$ cat config.mk
export PLATFORM = sky130hd
export DESIGN_NAME = round_robin_thread_scheduler
export DESIGN_NICKNAME = d
export VERILOG_FILES = /design/src/rtl/rrts_pkg.sv /design/src/rtl/rrts_table.sv /design/src/rtl/rrts_ctrl.sv /design/src/rtl/round_robin_thread_scheduler.sv
export SDC_FILE = /design/constraint.sdc
export NUM_CORES = 1
export LEC_CHECK = 0
export BUFFER_PORTS_ARGS = -buffer_cell sky130_fd_sc_hd__buf_2
export CAP_MARGIN = 5
export CORE_ASPECT_RATIO = 1.4
export CORE_MARGIN = 5
export CORE_UTILIZATION = 30
export CTS_BUF_LIST = sky130_fd_sc_hd__clkbuf_16
export DETAILED_ROUTE_END_ITERATION = 10
export RECOVER_POWER = 100
export SLEW_MARGIN = 5
export SYNTH_ARGS = -nofsm -noshare
export SYNTH_HDL_FRONTEND = slang
export SYNTH_SLANG_ARGS = --single-unit
$ cat constraint.sdc
create_clock -name clock -period 3.5 [get_ports clock]
set_input_delay 0.35 -clock clock [delete_from_list [all_inputs] [get_ports clock]]
set_output_delay 0.35 -clock clock [all_outputs]
set_load 0.01 [all_outputs]
$ cat src/rtl/rrts_pkg.sv
`default_nettype none
// ----------------------------------------------------------------------------
// Round-robin thread scheduler package
// Slot table types, command and status codes, and small slot helpers.
// ----------------------------------------------------------------------------
package rrts_pkg;

   localparam int THREAD_SLOTS = 16;
   localparam int SLOT_W       = $clog2(THREAD_SLOTS);
   localparam int CNT_W        = $clog2(THREAD_SLOTS + 1);

   typedef logic [SLOT_W-1:0] slot_idx_type;
   typedef logic [CNT_W-1:0]  slot_cnt_type;

   typedef enum logic [1:0] {
      CMD_CREATE = 2'd0,
      CMD_EXIT   = 2'd1,
      CMD_JOIN   = 2'd2,
      CMD_YIELD  = 2'd3
   } cmd_type;

   typedef enum logic [1:0] {
      STATUS_OK            = 2'd0,
      STATUS_FULL          = 2'd1,
      STATUS_TARGET_DEAD   = 2'd2,
      STATUS_NONE_RUNNABLE = 2'd3
   } status_type;

   typedef enum logic [1:0] {
      ST_DEAD     = 2'd0,
      ST_RUNNABLE = 2'd1,
      ST_RUNNING  = 2'd2,
      ST_BLOCKED  = 2'd3
   } slot_state_type;

   typedef struct packed {
      cmd_type    command;
      logic [3:0] target_thread;
   } req_type;

   typedef struct packed {
      status_type status;
      logic [3:0] new_thread;
      logic [3:0] now_running;
   } rsp_type;

   typedef struct packed {
      slot_state_type st;
      logic           jvalid;
      slot_idx_type   jslot;
   } slot_rec_type;

   typedef struct packed {
      logic         en;
      slot_idx_type addr;
      slot_rec_type data;
   } tbl_wr_type;

   typedef struct packed {
      logic    valid;
      rsp_type rsp;
   } done_type;

   function automatic slot_rec_type reset_rec(input slot_idx_type idx);
      slot_rec_type r;
      r.st     = (idx == '0) ? ST_RUNNING : ST_DEAD;
      r.jvalid = 1'b0;
      r.jslot  = '0;
      return r;
   endfunction

   function automatic slot_idx_type next_slot(input slot_idx_type idx);
      slot_idx_type n;
      n = (idx == slot_idx_type'(THREAD_SLOTS - 1)) ? '0 : idx + slot_idx_type'(1);
      return n;
   endfunction

   function automatic logic [3:0] to_field(input slot_idx_type idx);
      logic [SLOT_W+3:0] w;
      w = {4'b0000, idx};
      return w[3:0];
   endfunction

endpackage
`default_nettype wire

$ cat src/rtl/rrts_table.sv
`default_nettype none
// ----------------------------------------------------------------------------
// Slot table
// One-read, one-write slot record memory with registered read data. Entries
// not yet written read as their reset record.
// ----------------------------------------------------------------------------
module rrts_table (
   input  logic                  clock,
   input  logic                  reset,
   input  rrts_pkg::slot_idx_type rd_addr,
   output rrts_pkg::slot_rec_type rd_rec,
   input  rrts_pkg::tbl_wr_type   wr
);
   import rrts_pkg::*;

   slot_rec_type              slot_mem_ff [THREAD_SLOTS];
   logic [THREAD_SLOTS-1:0]   written_ff;
   slot_rec_type              rd_data_ff;
   logic                      rd_written_ff;
   slot_idx_type              rd_addr_ff;

   always_ff @(posedge clock) begin
      if (wr.en) begin
         slot_mem_ff[wr.addr] <= wr.data;
      end
      rd_data_ff    <= slot_mem_ff[rd_addr];
      rd_written_ff <= written_ff[rd_addr];
      rd_addr_ff    <= rd_addr;
   end

   always_ff @(posedge clock) begin
      if (reset) begin
         written_ff <= '0;
      end else if (wr.en) begin
         written_ff[wr.addr] <= 1'b1;
      end
   end

   assign rd_rec = rd_written_ff ? rd_data_ff : reset_rec(rd_addr_ff);

endmodule
`default_nettype wire

$ cat src/rtl/rrts_ctrl.sv
`default_nettype none
// ----------------------------------------------------------------------------
// Scheduler sequencer
// Steps one request through reads, a round-robin scan and record updates of
// the slot table, sharing one compare and increment unit for the scan.
// ----------------------------------------------------------------------------
module rrts_ctrl (
   input  logic                   clock,
   input  logic                   reset,
   input  logic                   req_valid,
   output logic                   req_stall,
   input  rrts_pkg::req_type      req_payload,
   input  logic                   out_free,
   output rrts_pkg::done_type     done,
   output rrts_pkg::slot_idx_type rd_addr,
   input  rrts_pkg::slot_rec_type rd_rec,
   output rrts_pkg::tbl_wr_type   wr
);
   import rrts_pkg::*;

   typedef enum logic [13:0] {
      S_IDLE    = 14'b00000000000001,
      S_CUR_RD  = 14'b00000000000010,
      S_CUR_CHK = 14'b00000000000100,
      S_J_RD    = 14'b00000000001000,
      S_J_CHK   = 14'b00000000010000,
      S_TGT_RD  = 14'b00000000100000,
      S_TGT_CHK = 14'b00000001000000,
      S_SCAN    = 14'b00000010000000,
      S_CUR_WR  = 14'b00000100000000,
      S_NEW_WR  = 14'b00001000000000,
      S_TGT_RD2 = 14'b00010000000000,
      S_TGT_WR  = 14'b00100000000000,
      S_NEXT_RD = 14'b01000000000000,
      S_DONE    = 14'b10000000000000
   } fsm_type;

   fsm_type        state_ff,     state_in;
   slot_idx_type   running_ff,   running_in;
   cmd_type        cmd_ff,       cmd_in;
   slot_idx_type   tgt_ff,       tgt_in;
   logic           tgt_live_ff,  tgt_live_in;
   logic           active_ff,    active_in;
   slot_rec_type   cur_rec_ff,   cur_rec_in;
   slot_idx_type   joiner_ff,    joiner_in;
   status_type     status_ff,    status_in;
   slot_idx_type   created_ff,   created_in;
   slot_idx_type   next_ff,      next_in;
   slot_idx_type   scan_addr_ff, scan_addr_in;
   slot_cnt_type   left_ff,      left_in;
   logic           pend_ff,      pend_in;
   slot_idx_type   pend_addr_ff, pend_addr_in;

   logic [SLOT_W+3:0] tgt_ext;
   logic              cur_active;
   logic              scan_hit;
   logic              scan_miss;
   logic              issue;

   assign tgt_ext    = {{SLOT_W{1'b0}}, req_payload.target_thread};
   assign cur_active = (rd_rec.st == ST_RUNNING);
   assign issue      = (left_ff != '0);
   assign scan_hit   = pend_ff && ((cmd_ff == CMD_CREATE) ? (rd_rec.st == ST_DEAD)
                                                          : (rd_rec.st == ST_RUNNABLE));
   assign scan_miss  = !scan_hit && !issue;
   assign req_stall  = (state_ff != S_IDLE);

   always_comb begin
      state_in     = state_ff;
      running_in   = running_ff;
      cmd_in       = cmd_ff;
      tgt_in       = tgt_ff;
      tgt_live_in  = tgt_live_ff;
      active_in    = active_ff;
      cur_rec_in   = cur_rec_ff;
      joiner_in    = joiner_ff;
      status_in    = status_ff;
      created_in   = created_ff;
      next_in      = next_ff;
      scan_addr_in = (cmd_ff == CMD_CREATE) ? '0 : next_slot(running_ff);
      left_in      = (cmd_ff == CMD_CREATE) ? slot_cnt_type'(THREAD_SLOTS)
                                            : slot_cnt_type'(THREAD_SLOTS - 1);
      pend_in      = 1'b0;
      pend_addr_in = pend_addr_ff;
      rd_addr      = running_ff;
      wr           = '0;
      done.valid   = 1'b0;
      done.rsp.status      = status_ff;
      done.rsp.new_thread  = to_field(created_ff);
      done.rsp.now_running = to_field(running_ff);

      unique case (state_ff)
         S_IDLE: begin
            if (req_valid) begin
               cmd_in      = req_payload.command;
               tgt_in      = tgt_ext[SLOT_W-1:0];
               tgt_live_in = (tgt_ext < (SLOT_W + 4)'(THREAD_SLOTS));
               status_in   = STATUS_OK;
               created_in  = '0;
               state_in    = S_CUR_RD;
            end
         end
         S_CUR_RD: begin
            rd_addr  = running_ff;
            state_in = S_CUR_CHK;
         end
         S_CUR_CHK: begin
            active_in  = cur_active;
            cur_rec_in = rd_rec;
            joiner_in  = rd_rec.jslot;
            unique case (cmd_ff)
               CMD_CREATE, CMD_YIELD: begin
                  state_in = S_SCAN;
               end
               CMD_EXIT: begin
                  if (cur_active) begin
                     wr.en      = 1'b1;
                     wr.addr    = running_ff;
                     wr.data.st = ST_DEAD;
                  end
                  state_in = (cur_active && rd_rec.jvalid) ? S_J_RD : S_SCAN;
               end
               CMD_JOIN: begin
                  if (!tgt_live_ff) begin
                     status_in = STATUS_TARGET_DEAD;
                     state_in  = S_DONE;
                  end else begin
                     state_in = S_TGT_RD;
                  end
               end
               default: state_in = S_IDLE;
            endcase
         end
         S_J_RD: begin
            rd_addr  = joiner_ff;
            state_in = S_J_CHK;
         end
         S_J_CHK: begin
            if (rd_rec.st == ST_BLOCKED) begin
               wr.en      = 1'b1;
               wr.addr    = joiner_ff;
               wr.data    = rd_rec;
               wr.data.st = ST_RUNNABLE;
            end
            state_in = S_SCAN;
         end
         S_TGT_RD: begin
            rd_addr  = tgt_ff;
            state_in = S_TGT_CHK;
         end
         S_TGT_CHK: begin
            if (rd_rec.st == ST_DEAD) begin
               status_in = STATUS_TARGET_DEAD;
               state_in  = S_DONE;
            end else begin
               state_in = S_SCAN;
            end
         end
         S_SCAN: begin
            rd_addr      = scan_addr_ff;
            pend_in      = issue;
            pend_addr_in = scan_addr_ff;
            scan_addr_in = issue ? next_slot(scan_addr_ff) : scan_addr_ff;
            left_in      = issue ? left_ff - slot_cnt_type'(1) : left_ff;
            if (scan_hit) begin
               next_in = pend_addr_ff;
               unique case (cmd_ff)
                  CMD_CREATE: state_in = active_ff ? S_CUR_WR : S_NEW_WR;
                  CMD_EXIT:   state_in = S_NEXT_RD;
                  CMD_JOIN:   state_in = active_ff ? S_CUR_WR : S_TGT_RD2;
                  CMD_YIELD:  state_in = active_ff ? S_CUR_WR : S_NEXT_RD;
                  default:    state_in = S_IDLE;
               endcase
            end else if (scan_miss) begin
               status_in = (cmd_ff == CMD_CREATE) ? STATUS_FULL : STATUS_NONE_RUNNABLE;
               state_in  = S_DONE;
            end
         end
         S_CUR_WR: begin
            wr.en      = 1'b1;
            wr.addr    = running_ff;
            wr.data    = cur_rec_ff;
            wr.data.st = (cmd_ff == CMD_JOIN) ? ST_BLOCKED : ST_RUNNABLE;
            unique case (cmd_ff)
               CMD_CREATE: state_in = S_NEW_WR;
               CMD_JOIN:   state_in = S_TGT_RD2;
               default:    state_in = S_NEXT_RD;
            endcase
         end
         S_NEW_WR: begin
            wr.en      = 1'b1;
            wr.addr    = next_ff;
            wr.data.st = ST_RUNNING;
            running_in = next_ff;
            created_in = next_ff;
            state_in   = S_DONE;
         end
         S_TGT_RD2: begin
            rd_addr  = tgt_ff;
            state_in = S_TGT_WR;
         end
         S_TGT_WR: begin
            wr.en          = 1'b1;
            wr.addr        = tgt_ff;
            wr.data.st     = rd_rec.st;
            wr.data.jvalid = 1'b1;
            wr.data.jslot  = running_ff;
            state_in       = S_NEXT_RD;
         end
         S_NEXT_RD: begin
            rd_addr  = next_ff;
            state_in = S_DONE;
         end
         S_DONE: begin
            // the read of the chosen slot lands here: promote it, then report
            if (status_ff == STATUS_OK && cmd_ff != CMD_CREATE && running_ff != next_ff) begin
               wr.en      = 1'b1;
               wr.addr    = next_ff;
               wr.data    = rd_rec;
               wr.data.st = ST_RUNNING;
               running_in = next_ff;
               state_in   = S_DONE;
            end else if (out_free) begin
               done.valid = 1'b1;
               state_in   = S_IDLE;
            end
         end
         default: state_in = S_IDLE;
      endcase
   end

   always_ff @(posedge clock) begin
      if (reset) begin
         state_ff   <= S_IDLE;
         running_ff <= '0;
      end else begin
         state_ff   <= state_in;
         running_ff <= running_in;
      end
   end

   always_ff @(posedge clock) begin
      cmd_ff       <= cmd_in;
      tgt_ff       <= tgt_in;
      tgt_live_ff  <= tgt_live_in;
      active_ff    <= active_in;
      cur_rec_ff   <= cur_rec_in;
      joiner_ff    <= joiner_in;
      status_ff    <= status_in;
      created_ff   <= created_in;
      next_ff      <= next_in;
      scan_addr_ff <= scan_addr_in;
      left_ff      <= left_in;
      pend_ff      <= pend_in;
      pend_addr_ff <= pend_addr_in;
   end

endmodule
`default_nettype wire

$ cat src/rtl/round_robin_thread_scheduler.sv
`default_nettype none
// ----------------------------------------------------------------------------
// Round-robin thread scheduler
// Thread slot table with create, exit, join and yield, one request at a time.
// ----------------------------------------------------------------------------
// A join on a dead target is the shortest request, and a join whose scan finds
// a runnable slot only at its last read is the longest. How long a request
// runs is set by the round-robin scan, which reads one slot record a cycle
// through the single read port of the slot table, plus the read-modify-write
// steps that update the affected slots. The block takes no new request while
// one is in progress, and takes the next one once it is back in its idle
// state; a finished response waits in the output register without holding
// up the acceptance of the next request.
// ----------------------------------------------------------------------------
module round_robin_thread_scheduler (
   input  logic              clock,
   input  logic              reset,
   input  logic              req_valid,
   output logic              req_stall,
   input  rrts_pkg::req_type req_payload,
   output logic              rsp_valid,
   input  logic              rsp_stall,
   output rrts_pkg::rsp_type rsp_payload
);
   import rrts_pkg::*;

   slot_idx_type rd_addr;
   slot_rec_type rd_rec;
   tbl_wr_type   wr;
   done_type     done;
   logic         out_free;

   logic         rsp_valid_ff;
   rsp_type      rsp_ff;

   assign out_free = !rsp_valid_ff || !rsp_stall;

   rrts_table u_table (
      .clock   (clock),
      .reset   (reset),
      .rd_addr (rd_addr),
      .rd_rec  (rd_rec),
      .wr      (wr)
   );

   rrts_ctrl u_ctrl (
      .clock       (clock),
      .reset       (reset),
      .req_valid   (req_valid),
      .req_stall   (req_stall),
      .req_payload (req_payload),
      .out_free    (out_free),
      .done        (done),
      .rd_addr     (rd_addr),
      .rd_rec      (rd_rec),
      .wr          (wr)
   );

   always_ff @(posedge clock) begin
      if (reset) begin
         rsp_valid_ff <= 1'b0;
      end else if (done.valid) begin
         rsp_valid_ff <= 1'b1;
      end else if (!rsp_stall) begin
         rsp_valid_ff <= 1'b0;
      end
   end

   always_ff @(posedge clock) begin
      if (done.valid) begin
         rsp_ff <= done.rsp;
      end
   end

   assign rsp_valid   = rsp_valid_ff;
   assign rsp_payload = rsp_ff;

endmodule
`default_nettype wire
# ---- Yosys cells after proc, flatten, opt, wreduce, memory -nomap -nowiden
# Memories as Yosys holds them, arrays and structs flattened. A register that Yosys moved wholly into a read port is not among the register bits.
# Cells that the tools add are included.
dict set report word_totals {
  output_inout_bits 12
  mem_bits_rw 112
  memories 1
  ff_bits 87
}
# memory depth word_bits read_ports rd_ports_with_merged_regs write_ports line
set mem_list {}
lappend mem_list {u_table.slot_mem_ff 16 7 1 1 1 rrts_table.sv:16} ;# slot_rec_type slot_mem_ff [THREAD_SLOTS];
dict set report classes {
  bitwise 1
  eq_ne 35
  addsub 3
  magnitude_cmp 4
  reduce_logical 29
  muxes 57
}
# op n
set ops {}
lappend ops {{$pmux 14 s13} 1}
lappend ops {{$mux 14} 7}
lappend ops {{$pmux 14 s4} 1}
lappend ops {{$pmux 14 s3} 1}
lappend ops {{$pmux 7 s6} 1}
lappend ops {{$mux 4} 7}
lappend ops {{$pmux 13 s2} 1}
lappend ops {{$mux 12} 2}
lappend ops {{$mux 7} 3}
lappend ops {{$pmux 5 s4} 1}
lappend ops {{$mux 2} 9}
lappend ops {{$or 16x16->16} 1}
lappend ops {{$pmux 4 s2} 2}
lappend ops {{$pmux 4 s4} 1}
lappend ops {{$lt 4x5->1 const B} 3}
lappend ops {{$mux 5} 3}
lappend ops {{$eq 14x1->1 const B} 1}
lappend ops {{$eq 14x10->1 const B} 1}
lappend ops {{$eq 14x11->1 const B} 1}
lappend ops {{$eq 14x12->1 const B} 1}
lappend ops {{$eq 14x13->1 const B} 1}
lappend ops {{$eq 14x14->1 const B} 1}
lappend ops {{$eq 14x2->1 const B} 1}
lappend ops {{$eq 14x3->1 const B} 1}
lappend ops {{38 further kinds} 77}

# ---- Logic depth before layout (Yosys ltp)
dict set report logic_depth {
  ltp_word 12
  mapped_depth 13
  mapped_depth_nobuf 10
}

# ---- By module
# A second synthesis with hierarchy kept.
dict set report unflattened {
  cells_unflattened 630
  area_unflattened_um2 8949.8
}
# mod instances area_per_inst_um2 seq_area_each_um2 cells_per_inst
set by_module_without_submodules {}
lappend by_module_without_submodules {rrts_table 1 5328.9 3923.8 285}
lappend by_module_without_submodules {rrts_ctrl 1 3288.2 1431.4 331}
lappend by_module_without_submodules {round_robin_thread_scheduler 1 332.8 320.3 14}

# ---- Worst setup path after synthesis
# OpenSTA, ideal clock, no wires.
dict set report synth_path {
  kind {flip-flop to flip-flop}
  startpoint {register u_ctrl.running_ff[1]}
  endpoint {memory u_table.slot_mem_ff[0][0] (netlist name) (enable)}
  required_ns 3.117
  path_slack_ns 0.173
  stages_incl_launch_ff 10
  setup_ns 0.383
  path_buffers 2
  synth_period_minus_slack_ns 3.327
  arrival_time_ns 2.944
  path_cell_list {dfxtp_1 -> clkbuf_1 -> xor2_1 -> nor4_1 -> or2_2 -> o21bai_1 -> buf_4 -> a221oi_1 -> o311ai_1 -> nor3_1}
}
dict set report synth_between {
  elab_chain_cells 6
  word_cells_on_any_way 8
  classes_between {1 x eq/ne; 6 x mux; 1 x reduce/logical}
}
# element line
set synth_lines {}
lappend synth_lines {{start, declared} rrts_ctrl.sv:39} ;# slot_idx_type running_ff, running_in;
lappend synth_lines {{start signal, assigned} rrts_ctrl.sv:238} ;# running_ff <= running_in;
lappend synth_lines {{$ne 4x4->1} rrts_ctrl.sv:216} ;# if (status_ff == STATUS_OK && cmd_ff != CMD_CREATE && running_ff != next_ff) begin
lappend synth_lines {{$logic_and 1x1->1} rrts_ctrl.sv:216}
lappend synth_lines {{$mux 12} rrts_ctrl.sv:216}
lappend synth_lines {{$pmux 7 s6 *} rrts_ctrl.sv:92} ;# unique case (state_ff)
lappend synth_lines {{$mux 1} rrts_table.sv:23} ;# if (wr.en) begin
lappend synth_lines {{$mux 1 (not written as such)} rrts_table.sv:24} ;# slot_mem_ff[wr.addr] <= wr.data;
lappend synth_lines {{end, declared} rrts_table.sv:16}
# Every way passes the cells marked *; elsewhere a longest branch is shown, timed or not.

# ---- Final worst setup path
dict set report layout_path {
  startpoint {register u_ctrl.state_ff[0]}
  endpoint {register, netlist name u_table.rd_data_ff[1]}
}
dict set report layout_between {
  elab_chain_cells 3
  word_cells_on_any_way 7
  classes_between {5 x eq/ne; 1 x mux; 1 x reduce/logical}
}
# element line
set layout_lines {}
lappend layout_lines {{start, declared} rrts_ctrl.sv:38} ;# fsm_type state_ff, state_in;
lappend layout_lines {{start signal, assigned} rrts_ctrl.sv:237} ;# state_ff <= state_in;
lappend layout_lines {{$eq 14x6->1 or $eq 14x11->1 (tied branches)} rrts_ctrl.sv:92}
lappend layout_lines {{$reduce_or 2->1 (no source line)} n/a}
lappend layout_lines {{$pmux 4 s4 *} rrts_ctrl.sv:92}
# Marks and branches as above.
# A chain may end at the register's enable or synchronous reset.

==> summary.txt <==
Status
  • Status: finished clean

Synthesis
  • Syn avg cell area: 12.7 um2
  • Synthesized cell area: 9110 um2
  • Post-synth ARST share: 0
  • Synthesized instance count: 719
  • Area leader, netlist: edfxtp_1
  • Number of synthesized flops with an enable pin: 157
  • Count leader, synth: edfxtp_1
  • Number of distinct library cells after synthesis: 71
  • Synthesized flop and latch total: 205
  • Top FF cell, synth: edfxtp_1
  • Yosys Warn Count: 0
  • Net count after synthesis: 738
  • Sequential cell area fraction in the yosys report: 0.623
  • Most area-consuming cells after synthesis: edfxtp_1 (52%), dfxtp_1 (11%), mux2i_1 (4.0%), a211oi_1 (2.6%), nand3_1 (2.1%)
  • Yosys top cell area share: 0.518
  • Synth cell count leaders: edfxtp_1 (157), nor2_1 (51), dfxtp_1 (48)

Clock network
  • CTS tree: yes
  • Clock transition at path regs: 0.06 ns
  • Clock tree buffer depth: 3
  • H-tree depth: 1
  • Clock latency on the worst-skew pair: 0.50 ns
  • Sink Count: 205
  • Post-CTS Setup Bufs: 0
  • CTS buffer count: 20
  • Root Buffer: clkbuf_16

Global routing
  • Total gr overflow: 0
  • Pin count of the biggest net entering global routing: 35
  • Vias in the first global route: 6,053
  • Total track usage: 0.135
  • Initial antenna violation count: 0
  • Global-route wire length before repair: 35,600 um

Power
  • Worst VDD drop: 0.000237 V
  • Pwr/cell area: 471 nW/um2
  • LEAKAGE: 3.49 nW

Flow run
  • Max Cap Violations: 0

Setup path
  • Crit path max fanout: 32
  • Crit. End Element: register
  • CP most frequent cell: buf_4
  • Buf/Inv on CP: 3
  • Worst EP required: 3.86 ns
  • CP peak stage delay: 0.64 ns
  • CP cell instances: or4_4, nor4_4, a2111o_1, buf_4, nor2_2, buf_4, o21ai_0, a211oi_1, nor4_1, buf_4, o221ai_1
  • Cell family with most CP delay: simple AND/OR/NAND/NOR gates
  • Critical path's slowest cell: or4_4
  • Crit Path Class: reg2reg
  • Critical path startpoint category: register
  • R2R cell count: 11
  • CP Data Arrival Time: 3.71 ns
  • Crit. path cell count: 11

Timing
  • Slew margin rel.: 0.315
  • Actual slew at the worst max-slew pin: 1.03 ns
  • # setup viols final: 0
  • F_max: 0.299 GHz
  • RSZ-0062 raised after global routing: no
  • Period minus WS final: 3.34 ns
  • Clk_skew: 0.0165 ns
  • Max-slew violations: 0
  • Fin crit share: 0.955
  • Setup TNS: 0 ns
  • Number of hold violations in the final report: 0

Routing
  • Drt pass-1 iters: 5
  • Met2 wire len: 12,600 um
  • Residual DRC: 0
  • DR WL/cell: 19.9 um
  • M1 WL: 8990 um
  • Met3 wire len: 941 um
  • Vias: 6,107
  • DR vias/cell: 5.16
  • Starting DRT DRC Count: 526
  • Routed Antenna Nets: 0
  • Top layer in use: met4
  • Total Wirelength: 23,600 um

Finish
  • Fill cell count: 2,891
  • Number of nets in the layout: 804
  • Area of the multi-input gates: 3120 um2
  • Sequential cell area: 5680 um2
  • ANT cells: 0
  • Share of cells above drive strength 1: 0.180
  • Finished Core Util: 0.353
  • Layout area overhead: 16.1%

Floorplanning
  • I/O Pins: 22
  • Starting density of the core: 0.304
  • Chip Height: 216 um
  • Die area: 34,000 um2
  • DIE WIDTH: 157 um
  • Core box area: 29,900 um2
  • Row count: 75

Placement
  • DP HPWL: 16,700 um
  • Routability Congestion: 0.902
  • Buffers on Ports: 21

Hold path
  • Worst Hold Class: in2reg
  • Hold Path Stages: 1
## cell type report
cell class | count | share of cell area
inverters | 17 | 0.00604
flip-flops and latches | 205 | 0.537
clock inverters | 14 | 0.0143
clock buffers | 21 | 0.0497
repair buffers | 89 | 0.0517
multi-input cells | 452 | 0.296
well taps | 385 | 0.0456
## placed cells by master, fill, tap and decap left out, types with 7 or more instances in the layout
cell type,count
ha_1,9
clkbuf_1,25
clkbuf_16,21
dfxtp_1,48
mux2i_1,36
nand2_1,27
inv_1,18
o221ai_1,8
a22oi_1,8
clkbuf_2,13
buf_4,34
xor2_1,8
nor3_1,11
and2_0,7
mux2_2,15
nor2b_1,7
nor4_1,12
nor4b_1,7
a21oi_1,28
o21ai_0,39
a211oi_1,32
edfxtp_1,157
nor2_1,51
nand3_1,39
buf_2,13
nand2b_1,8
or2_2,8
## kinds of logic (layout without fill, tap and decap cells)
family / after synthesis / in the layout / synth area share
compound gates: 153 / 153 / 0.115
fa+ha+maj: 9 / 9 / 0.0124
flops: 205 / 205 / 0.623
buf+inv: 62 / 141 / 0.0368
simple gates: 225 / 225 / 0.141
mux: 52 / 52 / 0.0594
xor+xnor: 13 / 13 / 0.0125
## final timing paths
kind	startpoint	endpoint	slack (ns)
min reg2reg	u_ctrl.pend_addr_ff[2]	u_ctrl.next_ff[2]	0.41
max	u_ctrl.state_ff[0]	u_table.rd_data_ff[1]	0.16
max reg2reg	u_ctrl.state_ff[0]	u_table.rd_data_ff[1]	0.16
min	req_payload[0]	u_ctrl.tgt_ff[0]	0.03
## stage by stage
stage	power (W)	instances	hold slack, ns	worst slack, ns	instance area [um2]
global route	0.00515	1183	0.0114	0.0110	10600
CTS	0.00503	1183	0.0163	0.0926	10600
finish	0.00498	1183	0.0331	0.156	10600
floorplan	0.00277	719	0.400	0.173	9110
detailed placement	0.00281	1148	0.405	0.116	9970
global placement	0.00281	1148	0.404	0.101	9970
## flip-flops by register name, indices dropped and copies added (netlist names), 5 cells and up
signal and count:
u_table.written_ff 16, u_ctrl.left_ff 5, u_table.slot_mem_ff 112, u_ctrl.cur_rec_ff 5, rsp_payload 10, u_ctrl.state_ff 14
u_table.rd_data_ff 7
## where the power goes
group | total (W) | internal [W] | switching, W
clock network | 0.00222 | 0.00132 | 0.000907
registers | 0.00264 | 0.00262 | 0.0000240
logic | 0.000116 | 0.0000446 | 0.0000711
## what timing repair did
item                       4_1_cts  5_1_grt
setup endpoints to repair        0       30
hold endpoints to repair         0        0
hold buffers                     0        0
resized for setup                0        6
## per-layer routing
layer,GRT usage,up-vias
met5,0,-
met4,0.0603,0
met3,0.0202,57
met2,0.246,161
met1,0.153,3002
li1,-,2887
No activity file was read; power rests on OpenSTA's default activity.
